[config.mk]
export PLATFORM = sky130hd
export DESIGN_NAME = prfs_div
export DESIGN_NICKNAME = d
export VERILOG_FILES = /design/src/rtl/prfs_pkg.sv /design/src/rtl/prfs_div.sv
export SDC_FILE = /design/constraint.sdc
export NUM_CORES = 1
export LEC_CHECK = 0
export BUFFER_PORTS_ARGS = -buffer_cell sky130_fd_sc_hd__buf_4
export CAP_MARGIN = 10
export CELL_PAD_IN_SITES_DETAIL_PLACEMENT = 0
export CELL_PAD_IN_SITES_GLOBAL_PLACEMENT = 1
export CORE_MARGIN = 3
export CORE_UTILIZATION = 43
export CTS_CLUSTER_DIAMETER = 40
export DETAILED_ROUTE_END_ITERATION = 8
export HOLD_SLACK_MARGIN = 0.05
export PLACE_DENSITY = 0.79
export SYNTH_ARGS = -nofsm -noshare
export SYNTH_HDL_FRONTEND = slang
export SYNTH_SLANG_ARGS = --single-unit
[constraint.sdc]
create_clock -name clk_i -period 3.2 [get_ports clk_i]
set_clock_uncertainty 0.1 [all_clocks]
set_input_delay 0.48 -clock clk_i [delete_from_list [all_inputs] [get_ports clk_i]]
set_output_delay 0.48 -clock clk_i [all_outputs]
set_load 0.05 [all_outputs]
[src/rtl/prfs_pkg.sv]
package prfs_pkg;

  localparam int FrameWidth  = 640;
  localparam int FrameHeight = 480;
  localparam int StoreDepth  = FrameWidth * FrameHeight;
  localparam int AddrW       = $clog2(StoreDepth);
  localparam int XW          = $clog2(FrameWidth);
  localparam int YW          = $clog2(FrameHeight);
  localparam int CountW      = 20;
  localparam logic [CountW-1:0] CountMax = '1;

  typedef enum logic [2:0] {
    OpClear  = 3'd0,
    OpLine   = 3'd1,
    OpBold   = 3'd2,
    OpRect   = 3'd3,
    OpFill   = 3'd4,
    OpCircle = 3'd5,
    OpRead   = 3'd6,
    OpNone   = 3'd7
  } opcode_e;

  typedef enum logic [0:0] {
    RegBoldHalf = 1'b0,
    RegRingBand = 1'b1
  } reg_index_e;

  typedef enum logic [3:0] {
    StIdle,
    StClear,
    StLineX,
    StLineDiv,
    StStamp,
    StRectPass,
    StFill,
    StCircMul,
    StCircTest,
    StReadWait,
    StReadData,
    StDone
  } state_e;

  // One pixel write request toward the frame store.
  typedef struct packed {
    logic               en;
    logic [AddrW-1:0]   addr;
    logic [23:0]        color;
  } pix_wr_t;

  // Request and reply of the shared divider.
  typedef struct packed {
    logic        start;
    logic [21:0] num_mag;
    logic [11:0] den;
  } div_req_t;

  typedef struct packed {
    logic        done;
    logic [21:0] quo;
  } div_rsp_t;

endpackage

[src/rtl/prfs_div.sv]
module prfs_div
  import prfs_pkg::*;
(
  input  logic     clk_i,
  input  logic     rst_ni,
  input  div_req_t req_i,
  output div_rsp_t rsp_o
);

  logic [21:0] quo_q, quo_d;
  logic [12:0] rem_q, rem_d;
  logic [11:0] den_q, den_d;
  logic [4:0]  cnt_q, cnt_d;
  logic        busy_q, busy_d;
  logic        done_q, done_d;
  logic [12:0] trial;

  always_comb begin
    quo_d  = quo_q;
    rem_d  = rem_q;
    den_d  = den_q;
    cnt_d  = cnt_q;
    busy_d = busy_q;
    done_d = 1'b0;
    trial  = {rem_q[11:0], quo_q[21]};
    if (req_i.start) begin
      quo_d  = req_i.num_mag;
      rem_d  = '0;
      den_d  = req_i.den;
      cnt_d  = 5'd22;
      busy_d = 1'b1;
    end else if (busy_q) begin
      if (trial >= {1'b0, den_q}) begin
        rem_d = trial - {1'b0, den_q};
        quo_d = {quo_q[20:0], 1'b1};
      end else begin
        rem_d = trial;
        quo_d = {quo_q[20:0], 1'b0};
      end
      cnt_d = cnt_q - 5'd1;
      if (cnt_q == 5'd1) begin
        busy_d = 1'b0;
        done_d = 1'b1;
      end
    end
  end

  always_ff @(posedge clk_i or negedge rst_ni) begin
    if (!rst_ni) begin
      busy_q <= 1'b0;
      done_q <= 1'b0;
      cnt_q  <= '0;
    end else begin
      busy_q <= busy_d;
      done_q <= done_d;
      cnt_q  <= cnt_d;
    end
  end

  always_ff @(posedge clk_i) begin
    quo_q <= quo_d;
    rem_q <= rem_d;
    den_q <= den_d;
  end

  assign rsp_o.done = done_q;
  assign rsp_o.quo  = quo_q;

endmodule

## Word level (Yosys, flattened, before mapping)

Cells that the tools add are included.

| storage, ports and cells | value |
|---|---|
| register bits after elaboration | 53 |
| bits of input ports | 37 |
| ROM bits | 0 |
| memories | 0 |
| output and inout bits | 23 |
| latch bits | 0 |
| memory bits (writable) | 0 |

| cells by class | value |
|---|---|
| muxes and demuxes | 12 |
| bitwise operators | 0 |
| $mul | 0 |
| shift-type cells | 0 |
| equal/unequal tests | 1 |
| add/subtract/negate cells | 2 |
| $lt $le $gt $ge | 1 |
| div/mod/pow operators | 0 |
| reductions and logical operators | 1 |

Operators by type and width:

| cell | count |
|---|---|
| $mux W22 | 2 |
| $ge A13 B12 Y1 | 1 |
| $mux W12 | 1 |
| $sub A12 B12 Y12 | 1 |
| $mux W5 | 2 |
| $mux W1 | 7 |
| $eq A5 B1 Y1 const B | 1 |
| $sub A5 B1 Y5 const B | 1 |
| $reduce_bool A2 Y1 | 1 |

## Logic depth before layout (Yosys ltp)

| depth | value |
|---|---|
| depth after elaboration | 4 |
| mapped depth | 10 |
| gate-level depth less buffers | 9 |

## Worst setup path before layout

Ideal clock, no wire load.

| timing path | value |
|---|---|
| path kind | flip-flop to flip-flop |
| start point | reg quo_q[21] |
| end point | reg quo_q[0], data pin |
| arrival time | 2132 ps |
| setup time | 260 ps |
| path slack | 708 ps |
| stages on the path, launching flop included | 10 |
| path through | edfxtp_1 inv_1 ha_1 and3_1 nand3_1 a31oi_1 a211o_1 buf_6 buf_12 mux2_2 |

| between the ends | value |
|---|---|
| longest elaborated chain between the ends | 4 |

Ends and longest elaborated chain:

| element | RTL line | RTL |
|---|---|---|
| start: declaration | prfs_div.sv:10 | `logic [21:0] quo_q, quo_d;` |
| start signal: assignment | prfs_div.sv:61 | `quo_q <= quo_d;` |
| $ge A13 B12 Y1 | prfs_div.sv:33 | `if (trial >= {1'b0, den_q}) begin` |
| $mux W1 | prfs_div.sv:33 |  |
| $mux W22 | prfs_div.sv:32 | `end else if (busy_q) begin` |
| $mux W22 | prfs_div.sv:26 | `if (req_i.start) begin` |
| net quo_d[0] | prfs_div.sv:10 |  |

The timed path passes the listed nets, and every way through them passes these cells. The select of a mux whose other input is x is not followed.
A chain may end at the register's enable or synchronous reset.

## Final worst setup path

| timing path | value |
|---|---|
| start point | reg den_q[1] |
| end point | reg quo_q[0], data pin |

| between the ends | value |
|---|---|
| longest elaborated chain between the ends | 4 |

Ends and longest elaborated chain:

| element | RTL line | RTL |
|---|---|---|
| start: declaration | prfs_div.sv:12 | `logic [11:0] den_q, den_d;` |
| start signal: assignment | prfs_div.sv:63 | `den_q <= den_d;` |
| $ge A13 B12 Y1 | prfs_div.sv:33 |  |
| $mux W1 | prfs_div.sv:33 |  |
| $mux W22 | prfs_div.sv:32 |  |
| $mux W22 | prfs_div.sv:26 |  |
| net quo_d[0] | prfs_div.sv:10 |  |

The timed path passes the listed nets, and every way through them passes these cells. The select of a mux whose other input is x is not followed.

==> flow_summary.json <==
{
  "post-dp-hpwl_mm": 3.77,
  "htreeDepth": 2,
  "hold_viol_final": 0,
  "tns_ns": 0,
  "root_buffer": "clkbuf_8",
  "vdd_drop_max_v": 0.000442,
  "preCtsSetupSlack_ns": 0.670,
  "postPlaceCellArea_mm2": 0.00326,
  "die_w_um": 86.3,
  "pwr_density_cell_mw_per_mm2": 702,
  "ant_nets": 0,
  "drc": 0,
  "synth_edf_count": 34,
  "synth_nets": 283,
  "hold_slack_ns": 0.236,
  "crit_slowest_cell": "a211o_1",
  "async_flop_share": 0.132,
  "fin_nets": 343,
  "drive_above_1_share": 0.346,
  "worst_setup_path_end_kind": "flip-flop",
  "cts_tree": "done",
  "cp.required_ns": 3.17,
  "period_needed_ns": 2.52,
  "power_mw": 2.38,
  "grt_pass1_vias": 1930,
  "postRouteWirelength_mm": 5.30,
  "maxSlewHeadroom": 0.527,
  "cpLargestDelayFamily": "compound AO/OA/AOI/OAI gates",
  "routedWlPerCell_um": 14.4,
  "start_util": 0.455,
  "ys_types": 51,
  "synth_area_per_cell_um2": 12.0,
  "synthCells": 231,
  "stdcell_area_mm2": 0.00339,
  "hold_path_class": "input pin to flip-flop",
  "worstPathBufferInverterCount": 1,
  "drt_first_pass_iters": 4,
  "p_leak_nw": 1.46,
  "clock-sinks": 53,
  "worst_slack_ns": 0.677,
  "worstSetupPathType": "flip-flop to flip-flop",
  "netlist_area_mm2": 0.00277,
  "stdcell_count": 367,
  "max_stage_delay_ns": 0.56,
  "numCtsBuffers": 5,
  "routed_via_density": 5.09,
  "seq_area_frac_synth": 0.518,
  "grt-ovfl-total": 0,
  "die_area_mm2": 0.00745,
  "cap_violations": 0,
  "critPathMaxFanout": 17,
  "yosys_most_used_dff": "edfxtp_1",
  "diodes": 0,
  "die_y_um": 86.3,
  "maxClockFrequency_ghz": 0.396,
  "crit_path_cell_trace": "inv_1 -> ha_1 -> nor2b_1 -> o31ai_2 -> a31oi_1 -> a211o_1 -> mux2_2",
  "core_mm2": 0.00610,
  "status": "completed",
  "io_buffers": 59,
  "rsz0062_at_grt": "no",
  "fin_crit_sh": 0.788,
  "finalSetupViolCount": 0,
  "io_pins": 60,
  "grt_antenna_before_repair": 0,
  "yosys_warnings": 0,
  "grt_pass1_wl_mm": 8.94,
  "start_kind": "flip-flop",
  "track_usage": 0.150,
  "clock_latency_ns": 0.32,
  "drt_iter0_markers": 105,
  "utilization": 0.556,
  "crit_arrival_ns": 2.50,
  "grt_max_degree": 46,
  "cts_buffer_depth": 2,
  "dp.cells": 358,
  "syn2layout_area_growth_pct": 22.3,
  "worst_pin_slew_ns": 0.710,
  "via_count": 1868,
  "drv_slew": 0,
  "clkTransAtPathRegs_ns": 0.10,
  "synth_seq_cells": 53,
  "rows": 28,
  "gp_congestion": 0.806
}
## layer usage
| layer | vias to the layer above | share of wire | GRT usage |
|---|---|---|---|
| li1 | 951 | - | - |
| met1 | 863 | 0.48 | 0.203 |
| met2 | 48 | 0.45 | 0.235 |
| met3 | 6 | 0.059 | 0.0447 |
| met4 | 0 | 0.011 | 0.0382 |
| met5 | - | 0 | 0 |
## worst reg2reg max path, delay by kind of cell, from the launching register on
kind,cells,cell delay [ns]
adders and majority gates,1,0.22
DFF,1,0.43
AOI/OAI and AO/OA,3,0.93
muxes,1,0.38
buffers and inverters,1,0.08
and+or+nand+nor,1,0.15
## timing repair
item                                   CTS  global route
resized for setup                        0             0
buffers inserted                         0             0
endpoints found under the hold margin    7             0
hold buffers                             1             0
## power breakdown
group	leakage [nW]	switching [mW]	total, mW	internal, mW
Sequential	0.528	0.0790	0.932	0.853
Combinational	0.868	0.530	0.972	0.441
Clock	0.0603	0.238	0.478	0.240
## state kept, by name, indices dropped and copies added, names as in the netlist
| register | cells |
|---|---|
| quo_q | 22 |
| busy_q | 1 |
| cnt_q | 5 |
| done_q | 1 |
| rem_q | 12 |
| den_q | 12 |
## cell usage in the layout (no fill, tap or decap), types with 2 or more instances in the layout
| cell type | netlist | final |
|---|---|---|
| buf_4 | 1 | 61 |
| edfxtp_1 | 34 | 34 |
| mux2_2 | 23 | 23 |
| nand2_1 | 18 | 18 |
| inv_1 | 16 | 16 |
| ha_1 | 14 | 14 |
| o21ai_0 | 12 | 12 |
| dfxtp_1 | 12 | 12 |
| nor2_1 | 11 | 11 |
| xnor2_1 | 9 | 9 |
| mux2i_1 | 7 | 7 |
| dfrtp_1 | 7 | 7 |
| a21oi_1 | 6 | 6 |
| nor2b_1 | 5 | 5 |
| clkbuf_8 | 0 | 5 |
| nand2b_1 | 4 | 4 |
| nor3_1 | 4 | 4 |
| nand3_1 | 3 | 3 |
| o21a_1 | 3 | 3 |
| and3_1 | 2 | 2 |
| a21o_1 | 2 | 2 |
| a211o_1 | 2 | 2 |
| o31ai_1 | 2 | 2 |
| xor2_1 | 2 | 2 |
## final cells by class
type	instances	area, um^2
clock buffer	5	68.8
clock inverter	3	50.0
fill	541	2700
inverter	16	60.1
multi-input combinational	153	1210
sequential	53	1440
tap	75	93.8
timing repair buffer	62	468
## logic make-up (layout without fill, tap and decap cells)
kind of cell,count (synthesis),in the layout,share of synthesized area
and+or+nand+nor,54,54,0.0975
DFF,53,53,0.518
AOI/OAI and AO/OA,42,42,0.111
muxes,31,31,0.124
buffers and inverters,25,86,0.0438
adders and majority gates,15,15,0.0704
xor gates and xnor gates,11,11,0.0348
## synth_stat cells (all sizes together), types with 3 or more instances
cell type | count | share of area
o31ai | 3 | 0.0099
ha | 14 | 0.063
clkbuf | 4 | 0.0054
mux2i | 7 | 0.025
nand2b | 4 | 0.0090
nand3 | 3 | 0.0054
xnor2 | 9 | 0.028
a21oi | 6 | 0.011
nor2 | 11 | 0.015
nor3 | 4 | 0.0072
inv | 16 | 0.022
o21a | 3 | 0.0081
dfxtp | 12 | 0.087
dfrtp | 7 | 0.063
mux2 | 24 | 0.099
o21ai | 13 | 0.025
buf | 5 | 0.017
edfxtp | 34 | 0.37
nand2 | 18 | 0.024
nor2b | 5 | 0.011
## path summary, 6_finish.rpt
check,from,to,slack [ns],depth (start not counted)
max in group asynchronous,rst_ni,cnt_q[1]$_DFFE_PN0P_,2.46,2
worst min-delay path,req_i[11],den_q[11]$_DFFE_PP_,0.24,1
worst min register to register,rem_q[11]$_SDFFE_PP0P_,rem_q[11]$_SDFFE_PP0P_,0.37,2
worst max register to register,den_q[1]$_DFFE_PP_,quo_q[0]$_DFFE_PP_,0.68,7
worst max-delay path,den_q[1]$_DFFE_PP_,quo_q[0]$_DFFE_PP_,0.68,7
min in group asynchronous,rst_ni,cnt_q[4]$_DFFE_PN0P_,0.42,2
(Power assumes the default switching activity.)
