===== src/rtl/prfs_pkg.sv =====
package prfs_pkg;

  localparam int FrameWidth  = 640;
  localparam int FrameHeight = 480;
  localparam int StoreDepth  = FrameWidth * FrameHeight;
  localparam int AddrW       = $clog2(StoreDepth);
  localparam int XW          = $clog2(FrameWidth);
  localparam int YW          = $clog2(FrameHeight);
  localparam int CountW      = 20;
  localparam logic [CountW-1:0] CountMax = '1;

  typedef enum logic [2:0] {
    OpClear  = 3'd0,
    OpLine   = 3'd1,
    OpBold   = 3'd2,
    OpRect   = 3'd3,
    OpFill   = 3'd4,
    OpCircle = 3'd5,
    OpRead   = 3'd6,
    OpNone   = 3'd7
  } opcode_e;

  typedef enum logic [0:0] {
    RegBoldHalf = 1'b0,
    RegRingBand = 1'b1
  } reg_index_e;

  typedef enum logic [3:0] {
    StIdle,
    StClear,
    StLineX,
    StLineDiv,
    StStamp,
    StRectPass,
    StFill,
    StCircMul,
    StCircTest,
    StReadWait,
    StReadData,
    StDone
  } state_e;

  // One pixel write request toward the frame store.
  typedef struct packed {
    logic               en;
    logic [AddrW-1:0]   addr;
    logic [23:0]        color;
  } pix_wr_t;

  // Request and reply of the shared divider.
  typedef struct packed {
    logic        start;
    logic [21:0] num_mag;
    logic [11:0] den;
  } div_req_t;

  typedef struct packed {
    logic        done;
    logic [21:0] quo;
  } div_rsp_t;

endpackage


===== src/rtl/prfs_seq.sv =====
module prfs_seq
  import prfs_pkg::*;
(
  input  logic             clk_i,
  input  logic             rst_ni,
  input  logic             in_valid,
  output logic             in_stall,
  input  logic [2:0]       opcode_i,
  input  logic [10:0]      x_start_i,
  input  logic [10:0]      y_start_i,
  input  logic [10:0]      x_end_i,
  input  logic [10:0]      y_end_i,
  input  logic [8:0]       radius_i,
  input  logic [23:0]      draw_color_i,
  input  logic [3:0]       bold_half_i,
  input  logic [11:0]      ring_band_i,
  output logic             out_valid,
  input  logic             out_stall,
  output logic [23:0]      read_color_o,
  output logic [19:0]      pixels_written_o,
  output pix_wr_t          wr_o,
  output logic [AddrW-1:0] rd_addr_o,
  input  logic [23:0]      rd_data_i,
  output div_req_t         div_req_o,
  input  div_rsp_t         div_rsp_i
);

  state_e state_q, state_d;
  logic [2:0]  op_q;
  logic signed [11:0] x0_q, y0_q, x1_q, y1_q;
  logic [8:0]  rad_q;
  logic [23:0] col_q;
  logic [3:0]  h_q;
  logic [11:0] band_q;
  logic signed [11:0] cx_q, cy_q;
  logic signed [11:0] ly_q;
  logic signed [11:0] sa_q, sb_q;
  logic [1:0]  pass_q;
  logic [AddrW-1:0] clr_q;
  logic [19:0] cnt_q;
  logic [23:0] rdc_q;
  logic [21:0] prod_q;
  logic [21:0] rr_q;
  logic [1:0]  mstep_q;
  logic        neg_q;

  logic signed [11:0] px, py;
  logic        pen, inb;
  logic signed [12:0] dxs, dys;
  logic signed [12:0] mul_a;
  logic [21:0] mul_p;
  logic signed [23:0] f_val;
  logic        take;
  logic signed [11:0] span_x;
  logic signed [23:0] num_s;
  logic [AddrW-1:0] addr_c;
  logic rect_last, rect_empty, fill_last, fill_empty, circ_last;

  assign in_stall  = (state_q != StIdle);
  assign out_valid = (state_q == StDone);
  assign take      = in_valid && !in_stall;
  assign read_color_o     = rdc_q;
  assign pixels_written_o = cnt_q;

  assign dxs   = {cx_q[11], cx_q} - {x0_q[11], x0_q};
  assign dys   = {cy_q[11], cy_q} - {y0_q[11], y0_q};
  assign mul_a = (mstep_q == 2'd0) ? dxs :
                 (mstep_q == 2'd1) ? dys : $signed({4'b0, rad_q});
  assign mul_p = 22'(mul_a) * 22'(mul_a);
  assign f_val = $signed({2'b0, prod_q}) - $signed({2'b0, rr_q});

  assign span_x = x1_q - x0_q;
  assign num_s  = 24'(y1_q - y0_q) * 24'(cx_q - x0_q);

  assign rect_empty = 1'b0;
  assign rect_last  = (pass_q == 2'd3) && (cy_q >= y0_q || y1_q > y0_q);
  assign fill_empty = (x0_q > x1_q) || (y1_q > y0_q);
  assign fill_last  = (cx_q == x1_q) && (cy_q == y0_q);
  assign circ_last  = (cx_q == x0_q + $signed({3'b0, rad_q})) &&
                      (cy_q == y0_q + $signed({3'b0, rad_q}));

  always_comb begin
    px  = cx_q;
    py  = cy_q;
    pen = 1'b0;
    unique case (state_q)
      StLineX: begin
        pen = (x0_q == x1_q) && (op_q == OpLine);
        py  = y0_q;
      end
      StLineDiv: begin
        pen = div_rsp_i.done && (op_q == OpLine);
        py  = 12'(neg_q ? -$signed({1'b0, div_rsp_i.quo[10:0]})
                        : $signed({1'b0, div_rsp_i.quo[10:0]})) + y0_q;
      end
      StStamp: begin
        pen = 1'b1;
        px  = cx_q + sa_q;
        py  = ly_q + sb_q;
      end
      StRectPass: begin
        pen = pass_q[1] ? (cy_q <= y0_q) : (cx_q <= x1_q);
        unique case (pass_q)
          2'd0: begin px = cx_q; py = y0_q; end
          2'd1: begin px = cx_q; py = y1_q; end
          2'd2: begin px = x0_q; py = cy_q; end
          default: begin px = x1_q; py = cy_q; end
        endcase
      end
      StFill: pen = !fill_empty;
      StCircTest: pen = (f_val <= $signed({12'b0, band_q})) &&
                        (f_val >= -$signed({12'b0, band_q}));
      default: pen = 1'b0;
    endcase
    inb = (px >= 0) && (py >= 0) && (px < 12'(FrameWidth)) && (py < 12'(FrameHeight));
    addr_c = AddrW'(px[XW-1:0]) + AddrW'(py[YW-1:0]) * AddrW'(FrameWidth);
  end

  always_comb begin
    wr_o.en    = (pen && inb) || (state_q == StClear);
    wr_o.addr  = (state_q == StClear) ? clr_q : addr_c;
    wr_o.color = col_q;
    rd_addr_o  = AddrW'(x0_q[XW-1:0]) + AddrW'(y0_q[YW-1:0]) * AddrW'(FrameWidth);
    div_req_o.start   = (state_q == StLineX) && (x0_q != x1_q);
    div_req_o.num_mag = 22'(num_s[23] ? -num_s : num_s);
    div_req_o.den     = span_x;
  end

  always_comb begin
    state_d = state_q;
    unique case (state_q)
      StIdle: if (take) begin
        unique case (opcode_e'(opcode_i))
          OpClear: state_d = StClear;
          OpLine, OpBold: state_d = StLineX;
          OpRect: state_d = StRectPass;
          OpFill: state_d = StFill;
          OpCircle: state_d = StCircMul;
          OpRead: state_d = StReadWait;
          default: state_d = StDone;
        endcase
      end
      StClear: if (clr_q == AddrW'(StoreDepth - 1)) state_d = StDone;
      StLineX: begin
        if (cx_q > x1_q) state_d = StDone;
        else if (x0_q == x1_q) state_d = (op_q == OpBold) ? StStamp : StDone;
        else state_d = StLineDiv;
      end
      StLineDiv: if (div_rsp_i.done) begin
        if (op_q == OpBold) state_d = StStamp;
        else if (cx_q == x1_q) state_d = StDone;
        else state_d = StLineX;
      end
      StStamp: if (sa_q == $signed({8'b0, h_q}) && sb_q == $signed({8'b0, h_q})) begin
        if (x0_q == x1_q || cx_q == x1_q) state_d = StDone;
        else state_d = StLineX;
      end
      StRectPass: state_d = StRectPass;
      StFill: state_d = StFill;
      StCircMul: if (mstep_q == 2'd2) state_d = StCircTest;
      StCircTest: state_d = StCircMul;
      StReadWait: state_d = StReadData;
      StReadData: state_d = StDone;
      StDone: if (!out_stall) state_d = StIdle;
      default: state_d = StIdle;
    endcase
    // Rectangle, fill and circle walks end on their own bounds.
    if (state_q == StRectPass) begin
      if (pass_q[1] == 1'b0) begin
        if (cx_q >= x1_q) state_d = (pass_q == 2'd1) ? StRectPass : StRectPass;
      end
      if (rect_last) state_d = StDone;
    end
    if (state_q == StFill && fill_last) state_d = StDone;
    if (state_q == StCircTest && circ_last) state_d = StDone;
    if (state_q == StRectPass && rect_empty) state_d = StDone;
    if (state_q == StFill && fill_empty) state_d = StDone;
  end

  always_ff @(posedge clk_i or negedge rst_ni) begin
    if (!rst_ni) begin
      state_q <= StIdle;
    end else begin
      state_q <= state_d;
    end
  end

  always_ff @(posedge clk_i) begin
    if (take) begin
      op_q   <= opcode_i;
      x0_q   <= {x_start_i[10], x_start_i};
      y0_q   <= {y_start_i[10], y_start_i};
      x1_q   <= {x_end_i[10], x_end_i};
      y1_q   <= {y_end_i[10], y_end_i};
      rad_q  <= radius_i;
      col_q  <= draw_color_i;
      h_q    <= bold_half_i;
      band_q <= ring_band_i;
      cnt_q  <= '0;
      rdc_q  <= '0;
      clr_q  <= '0;
      pass_q <= '0;
      mstep_q <= '0;
      unique case (opcode_e'(opcode_i))
        OpRect: begin
          cx_q <= {x_start_i[10], x_start_i};
          cy_q <= {y_end_i[10], y_end_i};
        end
        OpFill: begin
          cx_q <= {x_start_i[10], x_start_i};
          cy_q <= {y_end_i[10], y_end_i};
        end
        OpCircle: begin
          cx_q <= {x_start_i[10], x_start_i} - $signed({3'b0, radius_i});
          cy_q <= {y_start_i[10], y_start_i} - $signed({3'b0, radius_i});
        end
        default: begin
          cx_q <= {x_start_i[10], x_start_i};
          cy_q <= {y_start_i[10], y_start_i};
        end
      endcase
    end else begin
      if (wr_o.en && cnt_q != CountMax) cnt_q <= cnt_q + 20'd1;
      unique case (state_q)
        StClear: clr_q <= clr_q + AddrW'(1);
        StLineX: begin
          neg_q <= num_s[23] ^ span_x[11];
          ly_q  <= y0_q;
          sa_q  <= -$signed({8'b0, h_q});
          sb_q  <= -$signed({8'b0, h_q});
        end
        StLineDiv: if (div_rsp_i.done) begin
          ly_q <= py;
          if (op_q != OpBold) cx_q <= cx_q + 12'sd1;
        end
        StStamp: begin
          if (sb_q == $signed({8'b0, h_q})) begin
            sb_q <= -$signed({8'b0, h_q});
            sa_q <= sa_q + 12'sd1;
            if (sa_q == $signed({8'b0, h_q})) cx_q <= cx_q + 12'sd1;
          end else begin
            sb_q <= sb_q + 12'sd1;
          end
        end
        StRectPass: begin
          if (pass_q[1] == 1'b0) begin
            if (cx_q >= x1_q) begin
              pass_q <= pass_q + 2'd1;
              cx_q   <= x0_q;
              cy_q   <= y1_q;
            end else cx_q <= cx_q + 12'sd1;
          end else begin
            if (cy_q >= y0_q) begin
              pass_q <= pass_q + 2'd1;
              cy_q   <= y1_q;
            end else cy_q <= cy_q + 12'sd1;
          end
        end
        StFill: begin
          if (cy_q == y0_q) begin
            cy_q <= y1_q;
            cx_q <= cx_q + 12'sd1;
          end else cy_q <= cy_q + 12'sd1;
        end
        StCircMul: begin
          mstep_q <= mstep_q + 2'd1;
          unique case (mstep_q)
            2'd0: prod_q <= mul_p;
            2'd1: prod_q <= prod_q + mul_p;
            default: rr_q <= mul_p;
          endcase
        end
        StCircTest: begin
          mstep_q <= '0;
          if (cy_q == y0_q + $signed({3'b0, rad_q})) begin
            cy_q <= y0_q - $signed({3'b0, rad_q});
            cx_q <= cx_q + 12'sd1;
          end else cy_q <= cy_q + 12'sd1;
        end
        StReadData: if (x0_q >= 0 && y0_q >= 0 && x0_q < 12'(FrameWidth) &&
                        y0_q < 12'(FrameHeight)) rdc_q <= rd_data_i;
        default: ;
      endcase
    end
  end

endmodule


===== config.mk =====
export PLATFORM = sky130hd
export DESIGN_NAME = prfs_seq
export DESIGN_NICKNAME = d
export VERILOG_FILES = /design/src/rtl/prfs_pkg.sv /design/src/rtl/prfs_seq.sv
export SDC_FILE = /design/constraint.sdc
export NUM_CORES = 2
export LEC_CHECK = 0
export BUFFER_PORTS_ARGS = -buffer_cell sky130_fd_sc_hd__clkbuf_2
export CAP_MARGIN = 20
export CORE_MARGIN = 2
export CORE_UTILIZATION = 25
export CTS_CLUSTER_SIZE = 28
export DETAILED_ROUTE_END_ITERATION = 16
export GPL_TIMING_DRIVEN = 0
export MAX_ROUTING_LAYER = met4
export SYNTH_ARGS = -nofsm -noshare
export SYNTH_HDL_FRONTEND = slang
export SYNTH_SLANG_ARGS = --single-unit

===== constraint.sdc =====
create_clock -name clk_i -period 15.65 [get_ports clk_i]
set_input_delay 3.13 -clock clk_i [delete_from_list [all_inputs] [get_ports clk_i]]
set_output_delay 3.13 -clock clk_i [all_outputs]
set_load 0.01 [all_outputs]

# Word level (Yosys, flattened, before mapping)

Index checks and enable logic that the tools add are counted.
Widths: inputs -> output; s select.

Bits in registers: 272
Word-level logic and storage cells: 237

Equal/unequal tests: 46
Multiplexer cells: 62
Multiply operators: 4
$add $sub $neg: 29
$lt $le $gt $ge: 17
Bitwise gates (word level): 3
Reductions and logical operators: 52

Operator list:

| cell                  | count |
|---|---|
| $mux 12               | 20 |
| $pmux 12 s2           | 7 |
| $mux 4                | 19 |
| $pmux 12 s5           | 1 |
| $add 12x2->12 const B | 4 |
| $pmux 12 s4           | 1 |
| $pmux 4 s12           | 1 |
| $pmux 22 s2           | 1 |
| $sub 12x11->13        | 3 |
| $add 10x19->19        | 2 |
| $pmux 12 s3           | 1 |
| $sub 11x10->12        | 3 |
| $mux 13               | 2 |
| $add 11x10->12        | 2 |
| $add 12x12->12        | 2 |
| $eq 12x11->1          | 2 |
| $eq 12x12->1          | 2 |
| $eq 12x5->1           | 2 |
| $ge 12x1->1 const B   | 2 |
| $ge 12x11->1          | 2 |
| $ge 23x24->1          | 1 |
| $le 12x11->1          | 2 |
| $mul 12x13->24        | 1 |
| $mul 9x3->12 const B  | 2 |
| 60 further kinds      | 128 |

# Logic depth before layout (Yosys ltp)

Depth after elaboration: 12
Mapped depth: 44
Depth with buffers taken out: 42

# Least setup slack after synthesis

OpenSTA, ideal clock, no wires.

Path type: reg2out
Start: reg cx_q[0]
End: out div_req_o[25] (netlist bit)
Slack: 4.888 ns
Data arrival time: 7.632 ns
Stages on the path, launching flop included: 33
Path buffers: 2
Data required time: 12.520 ns
Cells stage by stage: edfxtp_1 -> clkbuf_1 -> inv_1 -> ha_1 -> inv_1 -> fa_1 -> a21o_1 -> a21oi_2 -> o21ai_1 -> or2_2 -> xor2_1 -> nand2_1 -> fa_1 -> inv_1 -> ha_1 -> inv_1 -> fa_1 -> fa_1 -> fa_1 -> inv_1 -> ha_1 -> a211oi_1 -> o21bai_1 -> a2111oi_0 -> nor3_1 -> a41oi_1 -> a21oi_1 -> nand4_1 -> a31oi_1 -> xor2_2 -> buf_4 -> o41ai_1 -> xnor2_1

RTL lines:

| item                   | line            | RTL |
|---|---|---|
| start, declared        | prfs_seq.sv:35  | `logic signed [11:0] cx_q, cy_q;` |
| start signal, assigned | prfs_seq.sv:206 | `cx_q <= {x_start_i[10], x_start_i};` |
| start signal, assigned | prfs_seq.sv:210 | `cx_q <= {x_start_i[10], x_start_i};` |
| start signal, assigned | prfs_seq.sv:214 | `cx_q <= {x_start_i[10], x_start_i} - $signed({3'b0, radius_i});` |
| end, declared          | prfs_seq.sv:24  | `output div_req_t div_req_o,` |

==> results.json <==
{
  "required_ns": 12.52,
  "dp_hpwl_um": 101000,
  "cp_max_fo": 9,
  "first_iter_violations": 2504,
  "tightest_slew_ns": 1.18,
  "period_needed_ns": 13.47,
  "via_per_inst": 4.90,
  "vias": 30848,
  "synth_xor_area_share_pct": 8.38,
  "syn-num-nets": 4853,
  "ys_ff_latch": 271,
  "cpPeakStageDelay_ns": 0.82,
  "synth_top_family_by_area": "adder cells",
  "rows": 137,
  "regArea_um2": 7450,
  "drt_wl_total_um": 121000,
  "synthCells": 4044,
  "syn_area_um2": 35300,
  "hp-class": "flip-flop to flip-flop",
  "grt_pass1_vias": 30566,
  "die_w_um": 380,
  "antenna_left": 0,
  "synth_compound_gate_area_share_pct": 15.3,
  "synth_edf_count": 200,
  "synthMuxAreaShare_pct": 2.30,
  "htreeDepth": 2,
  "grt_setup_unrepaired": "no",
  "areaGrowthSynthToFinish_pct": 14.7,
  "fin_crit_sh_pct": 86.1,
  "io_buffers": 279,
  "synthAdderAreaFrac_pct": 29.5,
  "nets": 5182,
  "drc": 0,
  "end_kind": "output pin",
  "arrival_ns": 10.34,
  "finClkSkew_ns": 0.0454,
  "firstDrtPassIters": 7,
  "synth-simple-area-share_pct": 16.3,
  "drv_slew": 0,
  "gp_congestion": 0.958,
  "grt_max_degree": 37,
  "grt_pass1_wl_um": 183000,
  "cts_resized": 0,
  "drive_gt1_share_pct": 10.0,
  "setup_viol": 0,
  "grtUsageTotal_pct": 16.8,
  "synthArstFlopShare_pct": 1.48,
  "max_cap_violations": 0,
  "holdBufCountCts": 0,
  "fmax_mhz": 74.2,
  "worst-setup-path-type": "flip-flop to output pin",
  "antenna_found_initial": 22,
  "synth_area_per_cell_um2": 8.72,
  "cts_setup_buffers": 0,
  "n_fill_cell": 15038,
  "yosysWarnings": 0,
  "die_h_um": 380,
  "cts_root_buffer": "clkbuf_16",
  "synth-main-ff-cell": "edfxtp_1",
  "fp.dieArea_um2": 144000,
  "hold_violations": 0,
  "insertion_delay_ns": 0.60,
  "synth-seq-area-share_pct": 21.1,
  "worstSetupStartpointType": "flip-flop",
  "synth_cell_types": 99,
  "clk_pin_slew_ns": 0.06,
  "relSlewSlack_pct": 21.5,
  "cts_tree": "yes",
  "grt_overflow": 0,
  "outcome": "finished clean",
  "cp_slowest_cell": "xor2_1",
  "wl_per_cell_um": 19.2,
  "coreArea_um2": 140000,
  "cts_buffers": 36,
  "cts_buffer_depth": 3,
  "reg2reg_slack_ns": 3.58,
  "start_util_pct": 25.2,
  "io_pins": 291,
  "cts.sinks": 271,
  "finalSetupTns_ns": 0,
  "multiInputGateArea_um2": 25300
}
[path summary, 6_finish.rpt]
check,from,cells past startpoint,end
setup / recovery,cx_q[0],32,div_req_o[21]
hold / removal,pixels_written_o[15],2,pixels_written_o[15]
setup reg to reg,cx_q[0],39,prod_q[21]
hold reg to reg,pixels_written_o[15],2,pixels_written_o[15]
max in group asynchronous,rst_ni,1,state_q[1]
min in group asynchronous,rst_ni,1,state_q[2]
[registers in the layout, summed over array words and instances, names as in the netlist, 19 cells and up]
signal            flops
clr_q                19
rr_q                 21
read_color_o         24
col_q                24
prod_q               22
pixels_written_o     20
[critical path, delay by kind of cell (launching register included)]
kind	cells	cell delay, ns
AOI/OAI and AO/OA	9	2.19
buffers and inverters	7	0.94
DFF	1	0.48
and+or+nand+nor	5	0.93
adders and majority gates	8	3.26
xor gates and xnor gates	3	1.94
[kinds of logic after synthesis]
kind of cell	after synthesis
compound gates	826
simple gates	1216
fa+ha+maj	662
flops	271
xor+xnor	334
mux	78
buf+inv	657
[synth_stat cells (56+ instances only)]
cell type	count	share of area, %
xor2_1	125	3.1
inv_1	520	5.5
edfxtp_1	200	17
nor3_1	69	0.98
o21ai_0	172	2.4
ha_1	381	14
nand2b_1	57	1.0
nor2_1	311	3.3
nand2_1	394	4.2
mux2i_1	56	1.6
xnor2_1	205	5.1
nand3_1	87	1.2
a21o_1	75	1.6
fa_1	281	16
nor2b_1	56	0.99
a21oi_1	224	3.2
dfxtp_1	67	3.8
clkbuf_1	94	1.0
[through the flow]
step | setup WS [ns] | std cells | cell area [um^2] | hold WS, ns | util [%]
final | 2.18 | 6297 | 40500 | 0.488 | 28.9
after global routing | 1.52 | 6288 | 40400 | 0.516 | 28.9
after global placement | 2.82 | 6199 | 39000 | 0.469 | 27.9
after floorplan | 4.89 | 4044 | 35300 | 0.467 | -
after CTS | 2.11 | 6275 | 40400 | 0.488 | 28.9
after detailed placement | 2.75 | 6210 | 39200 | 0.477 | 28.0
[cell type report]
| cell class | instances | area share (%) |
|---|---|---|
| multi-input combinational | 3116 | 62.6 |
| buffer | 129 | 1.35 |
| timing repair buffer | 291 | 3.79 |
| clock inverter | 19 | 0.553 |
| sequential | 271 | 18.4 |
| tap | 1876 | 5.80 |
| clock buffer | 46 | 2.47 |
| antenna | 21 | 0.130 |
| inverter | 528 | 4.90 |
[cells in the final DEF, fill, tap and decap left out, types with 20 or more instances in the layout]
master     synthesis  final
nor3_1            69     67
a221oi_1          32     32
nand3_1           87     87
clkbuf_2           0    279
inv_1            520    520
nor2b_1           56     56
fa_1             281    281
o21ai_0          172    172
o21a_1            27     27
xnor2_1          205    205
or3_1             28     28
diode_2            0     21
nand2b_1          57     57
dfxtp_1           67     67
buf_4             14     20
and3_1            37     37
clkbuf_1          94     99
edfxtp_1         200    200
a21oi_1          224    223
xor2_1           125    125
o21bai_1          22     22
a21o_1            75     75
and2_1            29     29
nor4_1            27     27
a211oi_1          36     36
mux2i_1           56     56
nand2_1          394    394
clkbuf_16          0     37
mux2_2            20     20
a31oi_1           35     35
ha_1             381    381
nor2_1           311    311
nand4_1           50     50
[metal layers]
metal	global-route usage [%]	up-vias	share of wire, %
li1	-	14625	-
met1	22.1	14884	43
met2	26.5	1145	45
met3	2.81	194	8.3
met4	4.78	0	3.2
met5	-	-	0
Power is not shown: default switching activity piles up to over one toggle a cycle in this logic, so the estimate is an artifact.
